--- src/rtl/core/sso_pkg.sv ---
`timescale 1ns / 1ps

package sso_pkg;

  // Field and internal widths.
  localparam int unsigned DATA_W  = 32;
  localparam int unsigned TIME_W  = 64;
  localparam int unsigned DT_W    = 20;
  localparam int unsigned TS_W    = 32;
  localparam int unsigned PM_W    = 48;
  localparam int unsigned QM_W    = 53;
  localparam int unsigned D1_W    = 51;
  localparam int unsigned D1MAG_W = 50;
  localparam int unsigned INC_W   = 33;
  localparam int unsigned PROD_W  = 64;
  localparam int unsigned ACC_W   = 65;
  localparam int unsigned SUM_W   = 97;

  // Bandwidth after reset: 100.0 rad/s in Q16.16.
  localparam logic [DATA_W-1:0] BANDWIDTH_RESET = 32'd6553600;

  // Step time rules in microseconds.
  localparam logic [TIME_W-1:0] LONG_GAP_US     = 64'd1000000;
  localparam logic [DT_W-1:0]   DEFAULT_STEP_US = 20'd10000;

  // The step time is dt * 2^31 / 10^6 rounded, rewritten as
  // dt * 2147 + floor((dt * 7557 + 7812) / 15625).
  localparam logic [11:0] TS_WHOLE = 12'd2147;
  localparam logic [12:0] TS_FRAC  = 13'd7557;
  localparam logic [12:0] TS_BIAS  = 13'd7812;
  localparam logic [14:0] TS_DIV   = 15'd15625;
  localparam logic [19:0] TS_RECIP = 20'd549755;

  typedef enum logic [3:0] {
    ST_IDLE,
    ST_PREP,
    ST_MUL_P,
    ST_ROUND_P,
    ST_MUL_QLO,
    ST_MUL_QHI,
    ST_MUL_DLO,
    ST_MUL_DHI,
    ST_MUL_ILO,
    ST_MUL_IHI,
    ST_INC2,
    ST_UPDATE,
    ST_CLEAR
  } state_t;

  // Operand pairs for the shared 32 x 32 multiplier.
  typedef enum logic [2:0] {
    MUL_HOLD,
    MUL_W_E,
    MUL_W_PLO,
    MUL_W_PHI,
    MUL_D_LO,
    MUL_D_HI,
    MUL_Q_LO,
    MUL_Q_HI
  } mul_sel_t;

  typedef struct packed {
    logic     load_in;
    logic     prep;
    mul_sel_t mul_sel;
    logic     round_p;
    logic     acc_load_q;
    logic     acc_load_i;
    logic     calc_d1;
    logic     calc_qm;
    logic     calc_inc;
    logic     upd_oe;
    logic     upd_de;
    logic     clear_est;
  } cmd_t;

  typedef struct packed {
    logic opcode;
    logic out_free;
  } status_t;

endpackage

--- src/rtl/core/sso_ctrl.sv ---
`timescale 1ns / 1ps

module sso_ctrl (
  input  logic                clk,
  input  logic                rst,
  input  logic                s_tvalid,
  output logic                s_tready,
  input  sso_pkg::status_t    status,
  output sso_pkg::cmd_t       cmd
);
  import sso_pkg::*;

  state_t state;
  state_t state_next;

  always_ff @(posedge clk) begin
    if (rst) begin
      state <= ST_IDLE;
    end else begin
      state <= state_next;
    end
  end

  // Next state.
  always_comb begin
    state_next = state;
    unique case (state)
      ST_IDLE:    if (s_tvalid) state_next = ST_PREP;
      ST_PREP:    state_next = status.opcode ? ST_CLEAR : ST_MUL_P;
      ST_MUL_P:   state_next = ST_ROUND_P;
      ST_ROUND_P: state_next = ST_MUL_QLO;
      ST_MUL_QLO: state_next = ST_MUL_QHI;
      ST_MUL_QHI: state_next = ST_MUL_DLO;
      ST_MUL_DLO: state_next = ST_MUL_DHI;
      ST_MUL_DHI: state_next = ST_MUL_ILO;
      ST_MUL_ILO: state_next = ST_MUL_IHI;
      ST_MUL_IHI: state_next = ST_INC2;
      ST_INC2:    state_next = ST_UPDATE;
      ST_UPDATE:  if (status.out_free) state_next = ST_IDLE;
      ST_CLEAR:   if (status.out_free) state_next = ST_IDLE;
      default:    state_next = ST_IDLE;
    endcase
  end

  // Datapath commands.
  always_comb begin
    cmd         = '0;
    cmd.mul_sel = MUL_HOLD;
    s_tready    = 1'b0;
    unique case (state)
      ST_IDLE: begin
        s_tready    = 1'b1;
        cmd.load_in = s_tvalid;
      end
      ST_PREP:    cmd.prep = !status.opcode;
      ST_MUL_P:   cmd.mul_sel = MUL_W_E;
      ST_ROUND_P: cmd.round_p = 1'b1;
      ST_MUL_QLO: cmd.mul_sel = MUL_W_PLO;
      ST_MUL_QHI: begin
        cmd.mul_sel    = MUL_W_PHI;
        cmd.acc_load_q = 1'b1;
        cmd.calc_d1    = 1'b1;
      end
      ST_MUL_DLO: begin
        cmd.mul_sel = MUL_D_LO;
        cmd.calc_qm = 1'b1;
      end
      ST_MUL_DHI: begin
        cmd.mul_sel    = MUL_D_HI;
        cmd.acc_load_i = 1'b1;
      end
      ST_MUL_ILO: begin
        cmd.mul_sel  = MUL_Q_LO;
        cmd.calc_inc = 1'b1;
      end
      ST_MUL_IHI: begin
        cmd.mul_sel    = MUL_Q_HI;
        cmd.acc_load_i = 1'b1;
        cmd.upd_oe     = 1'b1;
      end
      ST_INC2:    cmd.calc_inc = 1'b1;
      ST_UPDATE:  cmd.upd_de = status.out_free;
      ST_CLEAR:   cmd.clear_est = status.out_free;
      default:    cmd = '0;
    endcase
  end

endmodule

--- config.mk ---
export PLATFORM = sky130hd
export DESIGN_NAME = sso_ctrl
export DESIGN_NICKNAME = d
export VERILOG_FILES = /design/src/rtl/core/sso_pkg.sv /design/src/rtl/core/sso_ctrl.sv
export SDC_FILE = /design/constraint.sdc
export NUM_CORES = 1
export LEC_CHECK = 0
export BUFFER_PORTS_ARGS = -buffer_cell sky130_fd_sc_hd__buf_2
export CORE_AREA = 2 2 39 41
export CTS_BUF_LIST = sky130_fd_sc_hd__clkbuf_4
export DETAILED_ROUTE_END_ITERATION = 8
export DIE_AREA = 0 0 41 43
export GPL_ROUTABILITY_DRIVEN = 0
export GPL_TIMING_DRIVEN = 0
export SLEW_MARGIN = 20
export SYNTH_ARGS = -nofsm -noshare
export SYNTH_HDL_FRONTEND = slang
export SYNTH_SLANG_ARGS = --single-unit
--- constraint.sdc ---
create_clock -name clk -period 1.6 [get_ports clk]
set_input_delay 0.24 -clock clk [delete_from_list [all_inputs] [get_ports clk]]
set_output_delay 0.24 -clock clk [all_outputs]
set_load 0.05 [all_outputs]
==> report_table.html, run 1 <==
<table>
<tr><th>Metric</th><th>Value</th></tr>
<tr><th colspan="2">Detailed routing</th></tr>
<tr><td>Mean routed wirelength per cell</td><td>around 13 um</td></tr>
<tr><td>Post-route antenna net violation count</td><td>0</td></tr>
<tr><td>Number of vias per cell</td><td>5.53</td></tr>
<tr><td>Final wirelength</td><td>1310 um</td></tr>
<tr><td>Initial DRC count</td><td>2</td></tr>
<tr><td>DRC violation count after routing</td><td>0</td></tr>
<tr><td>Number of detailed-routing iterations run before antenna repair</td><td>2</td></tr>
<tr><td>Routed vias</td><td>between 500 and 600</td></tr>
<tr><th colspan="2">Power and ir drop</th></tr>
<tr><td>Pwr dens</td><td>1270 nW/um^2</td></tr>
<tr><td>PnR Total Power</td><td>0.963 mW</td></tr>
<tr><td>Peak supply drop</td><td>roughly 0.54 mV</td></tr>
<tr><td>Leakage power figure</td><td>around 0.32 nW</td></tr>
<tr><th colspan="2">Layout</th></tr>
<tr><td>Most flops, register</td><td>state</td></tr>
<tr><td>Total number of nets in the final design</td><td>88</td></tr>
<tr><td># diodes</td><td>0</td></tr>
<tr><td>P&amp;R area growth vs syn</td><td>75.7%</td></tr>
<tr><td>Commonest cells after routing, fill and taps aside</td><td>sky130_fd_sc_hd__buf_2, sky130_fd_sc_hd__buf_4, sky130_fd_sc_hd__buf_6</td></tr>
<tr><td>Max reg flops</td><td>4</td></tr>
<tr><td>Filler Cell Count</td><td>between 100 and 150</td></tr>
<tr><td>Share of layout cells above drive strength 1</td><td>between 60% and 70%</td></tr>
<tr><td>Largest registers in the final layout</td><td>state x4</td></tr>
<tr><td>Most common library cell in the layout ignoring fill and taps</td><td>sky130_fd_sc_hd__buf_2</td></tr>
<tr><th colspan="2">STA</th></tr>
<tr><td>Timing-limited maximum frequency</td><td>607 MHz</td></tr>
<tr><td>Worst path setup slack after routing</td><td>-0.0482 ns</td></tr>
<tr><td>Post-route clock period utilization</td><td>103%</td></tr>
<tr><td>Minimum period implied by the final worst setup slack</td><td>1.65 ns</td></tr>
<tr><td>Final-report max-slew violation count</td><td>0</td></tr>
<tr><td>WHS</td><td>around 0.26 ns</td></tr>
<tr><td>Number of hold-slack violations in the final timing report</td><td>0</td></tr>
<tr><td>Setup repair after global routing missed its margin</td><td>yes</td></tr>
<tr><td>Worst slew slack as a fraction of its limit</td><td>around 80%</td></tr>
<tr><td>Total of endpoints with negative setup slack in the final report</td><td>2</td></tr>
<tr><td>Worst setup skew after layout</td><td>0.00364 ns</td></tr>
<tr><td>Slew of the pin with the lowest slew margin</td><td>slightly above 0.3 ns</td></tr>
<tr><th colspan="2">Global routing</th></tr>
<tr><td>Global Route Usage Sum</td><td>a little under a fifth</td></tr>
<tr><td>Gr ovfl total</td><td>0</td></tr>
<tr><td>Antenna violations before repair</td><td>0</td></tr>
<tr><td>First-pass GRT wire length</td><td>~2300 um</td></tr>
<tr><td>Maximum number of pins on one net before global-route repair</td><td>11</td></tr>
<tr><td>Vias in the first global route</td><td>roughly 520</td></tr>
<tr><th colspan="2">Clocking</th></tr>
<tr><td>Max H-tree Level</td><td>1</td></tr>
<tr><td>Worst-path clk slew</td><td>roughly 0.04 ns</td></tr>
<tr><td>Worst-skew pair later-pin latency</td><td>roughly 0.24 ns</td></tr>
<tr><td>Hold bufs inserted after CTS</td><td>0</td></tr>
<tr><td>TritonCTS clock tree</td><td>built</td></tr>
<tr><td>CTS buffer count</td><td>3</td></tr>
<tr><td>CTS Sinks</td><td>4</td></tr>
<tr><td>Maximum buffer depth of the clock tree</td><td>2</td></tr>
<tr><td>Clock Tree Root</td><td>sky130_fd_sc_hd__clkbuf_4</td></tr>
<tr><th colspan="2">Status</th></tr>
<tr><td>Violations in the final reports</td><td>setup timing</td></tr>
<tr><td>Run status</td><td>complete, but fails checks</td></tr>
<tr><th colspan="2">Synth</th></tr>
<tr><td>Largest area contributor in the synthesized netlist</td><td>sky130_fd_sc_hd__dfxtp_1</td></tr>
<tr><td>Synth Cell Area</td><td>around 430 sq um</td></tr>
<tr><td>Proportion of synthesized chip area in sequential cells</td><td>a little under a fifth</td></tr>
<tr><td>Multiplexer area fraction after synthesis</td><td>0%</td></tr>
<tr><td>Syn nets</td><td>between 60 and 70</td></tr>
<tr><td>Complex-gate fraction of the synthesized area</td><td>between 20% and 30%</td></tr>
<tr><td>Simple-gate area share of the yosys netlist</td><td>between 30 and 40%</td></tr>
<tr><td>Main area contributors after synthesis</td><td>sky130_fd_sc_hd__dfxtp_1, sky130_fd_sc_hd__buf_4, sky130_fd_sc_hd__buf_6</td></tr>
<tr><td>Cells after Synth</td><td>56</td></tr>
<tr><td>Syn Area/Cell</td><td>between 7 and 8 sq um</td></tr>
<tr><td>Adder-cell share of the synthesized area</td><td>0%</td></tr>
<tr><td>Post-synthesis sequential element count</td><td>4</td></tr>
<tr><td>Total of warnings raised by yosys</td><td>0</td></tr>
<tr><td>Synth top area share</td><td>18.5%</td></tr>
<tr><td>Dominant combinational cell family by area after synthesis</td><td>simple AND/OR/NAND/NOR gates</td></tr>
<tr><td>Xor and xnor area share after synthesis</td><td>under 10%</td></tr>
<tr><td>Count of unique library cells instantiated by Yosys</td><td>32</td></tr>
<tr><th colspan="2">Floorplanning</th></tr>
<tr><td>Die Outline Area</td><td>1760 sq um</td></tr>
<tr><td>Die X-Extent</td><td>roughly 41 um</td></tr>
<tr><td>Effective utilization at floorplan</td><td>about 31%</td></tr>
<tr><td>Number of top-level pins</td><td>20</td></tr>
<tr><td>Number of rows created at floorplan</td><td>14</td></tr>
<tr><td>Core area</td><td>1380 sq um</td></tr>
<tr><td>Height of the die</td><td>43 um</td></tr>
<tr><th colspan="2">Run</th></tr>
<tr><td>Maxcap violations</td><td>0</td></tr>
<tr><th colspan="2">Worst setup path</th></tr>
<tr><td>Cell with the largest stage delay on the worst path</td><td>sky130_fd_sc_hd__or3b_4</td></tr>
<tr><td>Signal arrival time at the worst endpoint</td><td>around 1.4 ns</td></tr>
<tr><td>Type of destination of the critical path</td><td>primary output</td></tr>
<tr><td>Worst-path fanout max</td><td>9</td></tr>
<tr><td>Required time at the endpoint of the critical path</td><td>1.36 ns</td></tr>
<tr><td>Worst setup SP type</td><td>register</td></tr>
<tr><td>Buf+Inv Stages, Crit Path</td><td>2</td></tr>
<tr><td>Critical setup path kind</td><td>register to primary output</td></tr>
<tr><td>Delay of the slowest cell on the worst path</td><td>0.38 ns</td></tr>
<tr><td>Gate family responsible for the most delay along the worst path</td><td>simple AND/OR/NAND/NOR gates</td></tr>
<tr><td>CP Cell Sequence</td><td>buf_6 -&gt; or3b_4 -&gt; o21ai_4 -&gt; and2_4 -&gt; buf_8</td></tr>
<tr><th colspan="2">Placed design</th></tr>
<tr><td>Input/output buffers</td><td>19</td></tr>
<tr><td>Half-perimeter wire length after placement</td><td>921 um</td></tr>
<tr><th colspan="2">Worst hold path</th></tr>
<tr><td>Min-delay worst type</td><td>primary input to register</td></tr>
</table>
## stage by stage
step / instance area (sq um) / utilization (%) / TNS, ns / std cells / setup WS [ns]
floorplan: 517 / - / -0.516 / 56 / -0.248
global placement: 632 / 45.7 / 0 / 91 / 0.0345
detailed placement: 632 / 45.7 / 0 / 91 / 0.0322
CTS: 734 / 53.1 / -0.0954 / 98 / -0.0510
global route: 761 / 55.0 / -0.241 / 97 / -0.0866
finish: 761 / 55.0 / -0.0786 / 97 / -0.0482
## worst register-to-register path, stage by stage (launching register included)
cell                       delay (ns)
sky130_fd_sc_hd__dfxtp_1         0.30
sky130_fd_sc_hd__buf_6           0.14
sky130_fd_sc_hd__buf_4           0.14
sky130_fd_sc_hd__or4b_4          0.50
sky130_fd_sc_hd__o211ai_2        0.09
sky130_fd_sc_hd__o41ai_1         0.09
## path summary, 6_finish.rpt
kind	startpoint	endpoint	slack (ns)	cells past startpoint
hold / removal	status[0]	state[1]$_SDFFE_PP0P_	0.26	2
setup reg to reg	state[2]$_SDFFE_PP0P_	state[1]$_SDFFE_PP0P_	0.24	5
hold reg to reg	state[1]$_SDFFE_PP0P_	state[1]$_SDFFE_PP0P_	0.63	2
setup / recovery	state[2]$_SDFFE_PP0P_	cmd[6]	-0.05	5
## kinds of logic after synthesis
family / count (synthesis)
AO/OA/AOI/OAI: 16
XOR/XNOR: 1
buffers and inverters: 9
flip-flops: 4
AND/OR/NAND/NOR: 26
## area by class of cell
class | count | area, sq um | share of cell area (%)
inverters | 2 | 7.51 | 0.987
multi-input cells | 43 | 395 | 52.0
flip-flops and latches | 4 | 91.3 | 12.0
clock buffers | 3 | 22.5 | 2.96
well taps | 16 | 20.0 | 2.63
plain buffers | 6 | 60.1 | 7.89
repair buffers | 23 | 164 | 21.5
## report_power, final
part | switching, mW | internal, mW
registers | 0.0353 | 0.125
logic | 0.424 | 0.254
clock network | 0.0416 | 0.0839
## cells in the mapped netlist, drive strengths merged
library cell  instances
buf                   7
nor2                  6
a21oi                 4
dfxtp                 4
nand2b                3
nor3                  3
and2                  2
inv                   2
nand2                 2
nor4                  2
o21ai                 2
o41ai                 2
a2111oi               1
a211oi                1
a221oi                1
a2bb2oi               1
and3b                 1
nand3b                1
nor2b                 1
nor3b                 1
nor4b                 1
o211ai                1
o21a                  1
o221ai                1
o32ai                 1
or3                   1
or3b                  1
or4b                  1
xnor2                 1
## what timing repair did
| item | in CTS | in global routing |
|---|---|---|
| endpoints found under the setup margin | 12 | 13 |
| buffers inserted | 4 | 0 |
| resized for setup | 18 | 12 |
| pin swaps | 1 | 1 |
## layer usage
layer,GRT usage [%],routed length [um]
met5,0,0
met4,6.67,11
met3,3.66,45
met2,29.1,677
met1,23.4,570
Note: power is estimated with default switching activity, not from simulation.
==> inputs of run 2 (changes only) <==
--- a/config.mk
+++ b/config.mk
@@ -5,6 +5,7 @@
 export SDC_FILE = /design/constraint.sdc
 export NUM_CORES = 1
 export LEC_CHECK = 0
+export ABC_AREA = 1
 export BUFFER_PORTS_ARGS = -buffer_cell sky130_fd_sc_hd__buf_2
 export CORE_AREA = 2 2 39 41
 export CTS_BUF_LIST = sky130_fd_sc_hd__clkbuf_4
==> report_table.html, run 2 <==
<table>
<tr><th>Metric</th><th>Value</th></tr>
<tr><th colspan="2">Clocking</th></tr>
<tr><td>Post-CTS setup repair buffer count</td><td>0</td></tr>
<tr><td>Worst-path clk slew</td><td>0.04 ns</td></tr>
<tr><td>Maximum buffer depth of the clock tree</td><td>2</td></tr>
<tr><td>CTS Sinks</td><td>4</td></tr>
<tr><td>Clock Tree Root</td><td>sky130_fd_sc_hd__clkbuf_4</td></tr>
<tr><td>CTS buffer count</td><td>3</td></tr>
<tr><td>Worst-skew pair later-pin latency</td><td>approximately 0.23 ns</td></tr>
<tr><td>TritonCTS clock tree</td><td>built</td></tr>
<tr><td>Max H-tree Level</td><td>1</td></tr>
<tr><th colspan="2">Worst setup path</th></tr>
<tr><td>Register-to-register setup slack</td><td>roughly 0.44 ns</td></tr>
<tr><td>Worst-path fanout max</td><td>8</td></tr>
<tr><td>Worst setup SP type</td><td>register</td></tr>
<tr><td>Type of destination of the critical path</td><td>primary output</td></tr>
<tr><td>Critical setup path kind</td><td>register to primary output</td></tr>
<tr><td>Signal arrival time at the worst endpoint</td><td>1.28 ns</td></tr>
<tr><td>Required time at the endpoint of the critical path</td><td>1.36 ns</td></tr>
<tr><th colspan="2">Detailed routing</th></tr>
<tr><td>Number of detailed-routing iterations run before antenna repair</td><td>3</td></tr>
<tr><td>Initial DRC count</td><td>4</td></tr>
<tr><td>Routed vias</td><td>486</td></tr>
<tr><td>Final wirelength</td><td>a little under 1000 um</td></tr>
<tr><td>DRC violation count after routing</td><td>0</td></tr>
<tr><td>Mean routed wirelength per cell</td><td>approximately 8.8 um</td></tr>
<tr><td>Number of vias per cell</td><td>between 4 and 5</td></tr>
<tr><td>Post-route antenna net violation count</td><td>0</td></tr>
<tr><th colspan="2">Status</th></tr>
<tr><td>Run status</td><td>complete, no violations</td></tr>
<tr><th colspan="2">STA</th></tr>
<tr><td>Slew of the pin with the lowest slew margin</td><td>about 0.25 ns</td></tr>
<tr><td>Number of hold-slack violations in the final timing report</td><td>0</td></tr>
<tr><td>Post-route clock period utilization</td><td>between 90 and 100%</td></tr>
<tr><td>WHS</td><td>about 0.2 ns</td></tr>
<tr><td>Sum Neg Setup Slack</td><td>0 ns</td></tr>
<tr><td>Worst setup skew after layout</td><td>roughly 0.0059 ns</td></tr>
<tr><td>Minimum period implied by the final worst setup slack</td><td>about 1.5 ns</td></tr>
<tr><td>Total of endpoints with negative setup slack in the final report</td><td>0</td></tr>
<tr><td>Timing-limited maximum frequency</td><td>657 MHz</td></tr>
<tr><td>Worst slew slack as a fraction of its limit</td><td>83.4%</td></tr>
<tr><td>Final-report max-slew violation count</td><td>0</td></tr>
<tr><th colspan="2">Floorplanning</th></tr>
<tr><td>Height of the die</td><td>between 40 and 50 um</td></tr>
<tr><td>Die Outline Area</td><td>about 1800 sq um</td></tr>
<tr><td>Core area</td><td>~1400 sq um</td></tr>
<tr><td>Die X-Extent</td><td>41 um</td></tr>
<tr><td>Effective utilization at floorplan</td><td>roughly 29%</td></tr>
<tr><td>Number of rows created at floorplan</td><td>14</td></tr>
<tr><td>Number of top-level pins</td><td>20</td></tr>
<tr><th colspan="2">Synth</th></tr>
<tr><td>Ranking of synthesized cells by instance count</td><td>sky130_fd_sc_hd__nand2_1, sky130_fd_sc_hd__inv_1, sky130_fd_sc_hd__nor2_1</td></tr>
<tr><td>Total of warnings raised by yosys</td><td>0</td></tr>
<tr><td>Cells after Synth</td><td>74</td></tr>
<tr><td>Count of unique library cells instantiated by Yosys</td><td>15</td></tr>
<tr><td>Main area contributors after synthesis</td><td>sky130_fd_sc_hd__dfxtp_1, sky130_fd_sc_hd__nand2_1, sky130_fd_sc_hd__inv_1</td></tr>
<tr><td>Synth top area share</td><td>between 20% and 30%</td></tr>
<tr><td>Largest area contributor in the synthesized netlist</td><td>sky130_fd_sc_hd__dfxtp_1</td></tr>
<tr><td>Most used flip-flop cell after synthesis</td><td>sky130_fd_sc_hd__dfxtp_1</td></tr>
<tr><td>Post-synthesis sequential element count</td><td>4</td></tr>
<tr><td>Proportion of synthesized chip area in sequential cells</td><td>approximately a fifth</td></tr>
<tr><td>Count of flip-flops with a built-in enable after synthesis</td><td>0</td></tr>
<tr><td>Synth Cell Area</td><td>a little under 400 sq um</td></tr>
<tr><td>Async SR Flop Fraction</td><td>0%</td></tr>
<tr><td>Cell with the most instances after synthesis</td><td>sky130_fd_sc_hd__nand2_1</td></tr>
<tr><td>Syn nets</td><td>79</td></tr>
<tr><td>Syn Area/Cell</td><td>about 5.3 sq um</td></tr>
<tr><th colspan="2">Placed design</th></tr>
<tr><td>Placed insts</td><td>~110</td></tr>
<tr><td>Half-perimeter wire length after placement</td><td>between 700 and 800 um</td></tr>
<tr><td>Input/output buffers</td><td>19</td></tr>
<tr><th colspan="2">Layout</th></tr>
<tr><td>Most flops, register</td><td>state</td></tr>
<tr><td>Total number of nets in the final design</td><td>around 100</td></tr>
<tr><td>Commonest cells after routing, fill and taps aside</td><td>sky130_fd_sc_hd__nand2_1, sky130_fd_sc_hd__inv_1, sky130_fd_sc_hd__buf_2</td></tr>
<tr><td>Number of cells in the finished layout apart from fillers</td><td>112</td></tr>
<tr><td># diodes</td><td>0</td></tr>
<tr><td>Largest registers in the final layout</td><td>state x4</td></tr>
<tr><td>Util after Layout</td><td>around 45%</td></tr>
<tr><td>Share of layout cells above drive strength 1</td><td>a little under half</td></tr>
<tr><td>Most common library cell in the layout ignoring fill and taps</td><td>sky130_fd_sc_hd__nand2_1</td></tr>
<tr><td>Max reg flops</td><td>4</td></tr>
<tr><td>P&amp;R area growth vs syn</td><td>56.3%</td></tr>
<tr><th colspan="2">Worst hold path</th></tr>
<tr><td>Min-delay worst type</td><td>primary input to register</td></tr>
<tr><th colspan="2">Global routing</th></tr>
<tr><td>Antenna violations before repair</td><td>0</td></tr>
<tr><td>Vias in the first global route</td><td>400</td></tr>
<tr><td>Global Route Usage Sum</td><td>between 10% and 20%</td></tr>
<tr><td>Maximum number of pins on one net before global-route repair</td><td>9</td></tr>
<tr><td>Gr ovfl total</td><td>0</td></tr>
<tr><td>First-pass GRT wire length</td><td>1520 um</td></tr>
<tr><th colspan="2">Run</th></tr>
<tr><td>Maxcap violations</td><td>0</td></tr>
</table>
-- run 2: cell types whose count changed after synthesis, sizes merged, moves of 3 or more --
cell,change
nand2b,-3
nand2,+20
nor2,+9
nand3,+4
inv,+15
buf,-5
-- run 2: final timing paths --
| kind | depth (start not counted) | from | to |
|---|---|---|---|
| worst min-delay path | 2 | rst | state[3]$_SDFFE_PP0P_ |
| worst min register to register | 2 | state[2]$_SDFFE_PP0P_ | state[2]$_SDFFE_PP0P_ |
| worst max-delay path | 6 | state[0]$_SDFFE_PP0P_ | cmd[12] |
| worst max register to register | 7 | state[0]$_SDFFE_PP0P_ | state[3]$_SDFFE_PP0P_ |
-- run 2: what timing repair did --
| item | 4_1_cts | 5_1_grt |
|---|---|---|
| setup endpoints to repair | 9 | 13 |
| pin swaps | 0 | 0 |
| resized for setup | 9 | 14 |
| hold buffers | 0 | 0 |
| gates cloned | 0 | 0 |
-- run 2: stage by stage --
step	area (sq um)	setup WS [ns]
floorplan	418	-0.0262
global placement	533	0.155
detailed placement	533	0.144
CTS	577	0.00609
global route	618	-0.0151
finish	618	0.0776
-- run 2: logic make-up after synthesis --
family                 count (synthesis)  synth area share, %
AND/OR/NAND/NOR                       44                 49.0
buffers and inverters                 19                 20.9
AO/OA/AOI/OAI                          7                 9.81
flip-flops                             4                 20.3
-- run 2: routing by layer --
layer / GRT usage (%) / vias to the layer above / part of all wire [%]
met1: 16.7 / 211 / 45
met3: 4.71 / 0 / 4.0
li1: - / 266 / -
met2: 17.8 / 9 / 51
met4: 8.00 / 0 / 0
met5: 0 / - / 0
-- run 2: layout make-up --
cell class	instances	area, sq um
Fill cell	163	766
Multi-Input combinational cell	51	278
Timing Repair Buffer	19	129
Sequential cell	4	86.3
Inverter	17	63.8
Clock buffer	3	22.5
Tap cell	16	20.0
Buffer	2	18.8
-- run 2: critical path, cell delays in order, from the launching register on --
cell and delay, ns:
sky130_fd_sc_hd__dfxtp_1 0.32, sky130_fd_sc_hd__buf_6 0.13, sky130_fd_sc_hd__inv_1 0.08, sky130_fd_sc_hd__nor2_2 0.13
sky130_fd_sc_hd__nand3_1 0.11, sky130_fd_sc_hd__inv_1 0.06, sky130_fd_sc_hd__clkbuf_4 0.22
Power of run 2 is not shown: default switching activity piles up to over one toggle a cycle in this logic, so the estimate is an artifact.
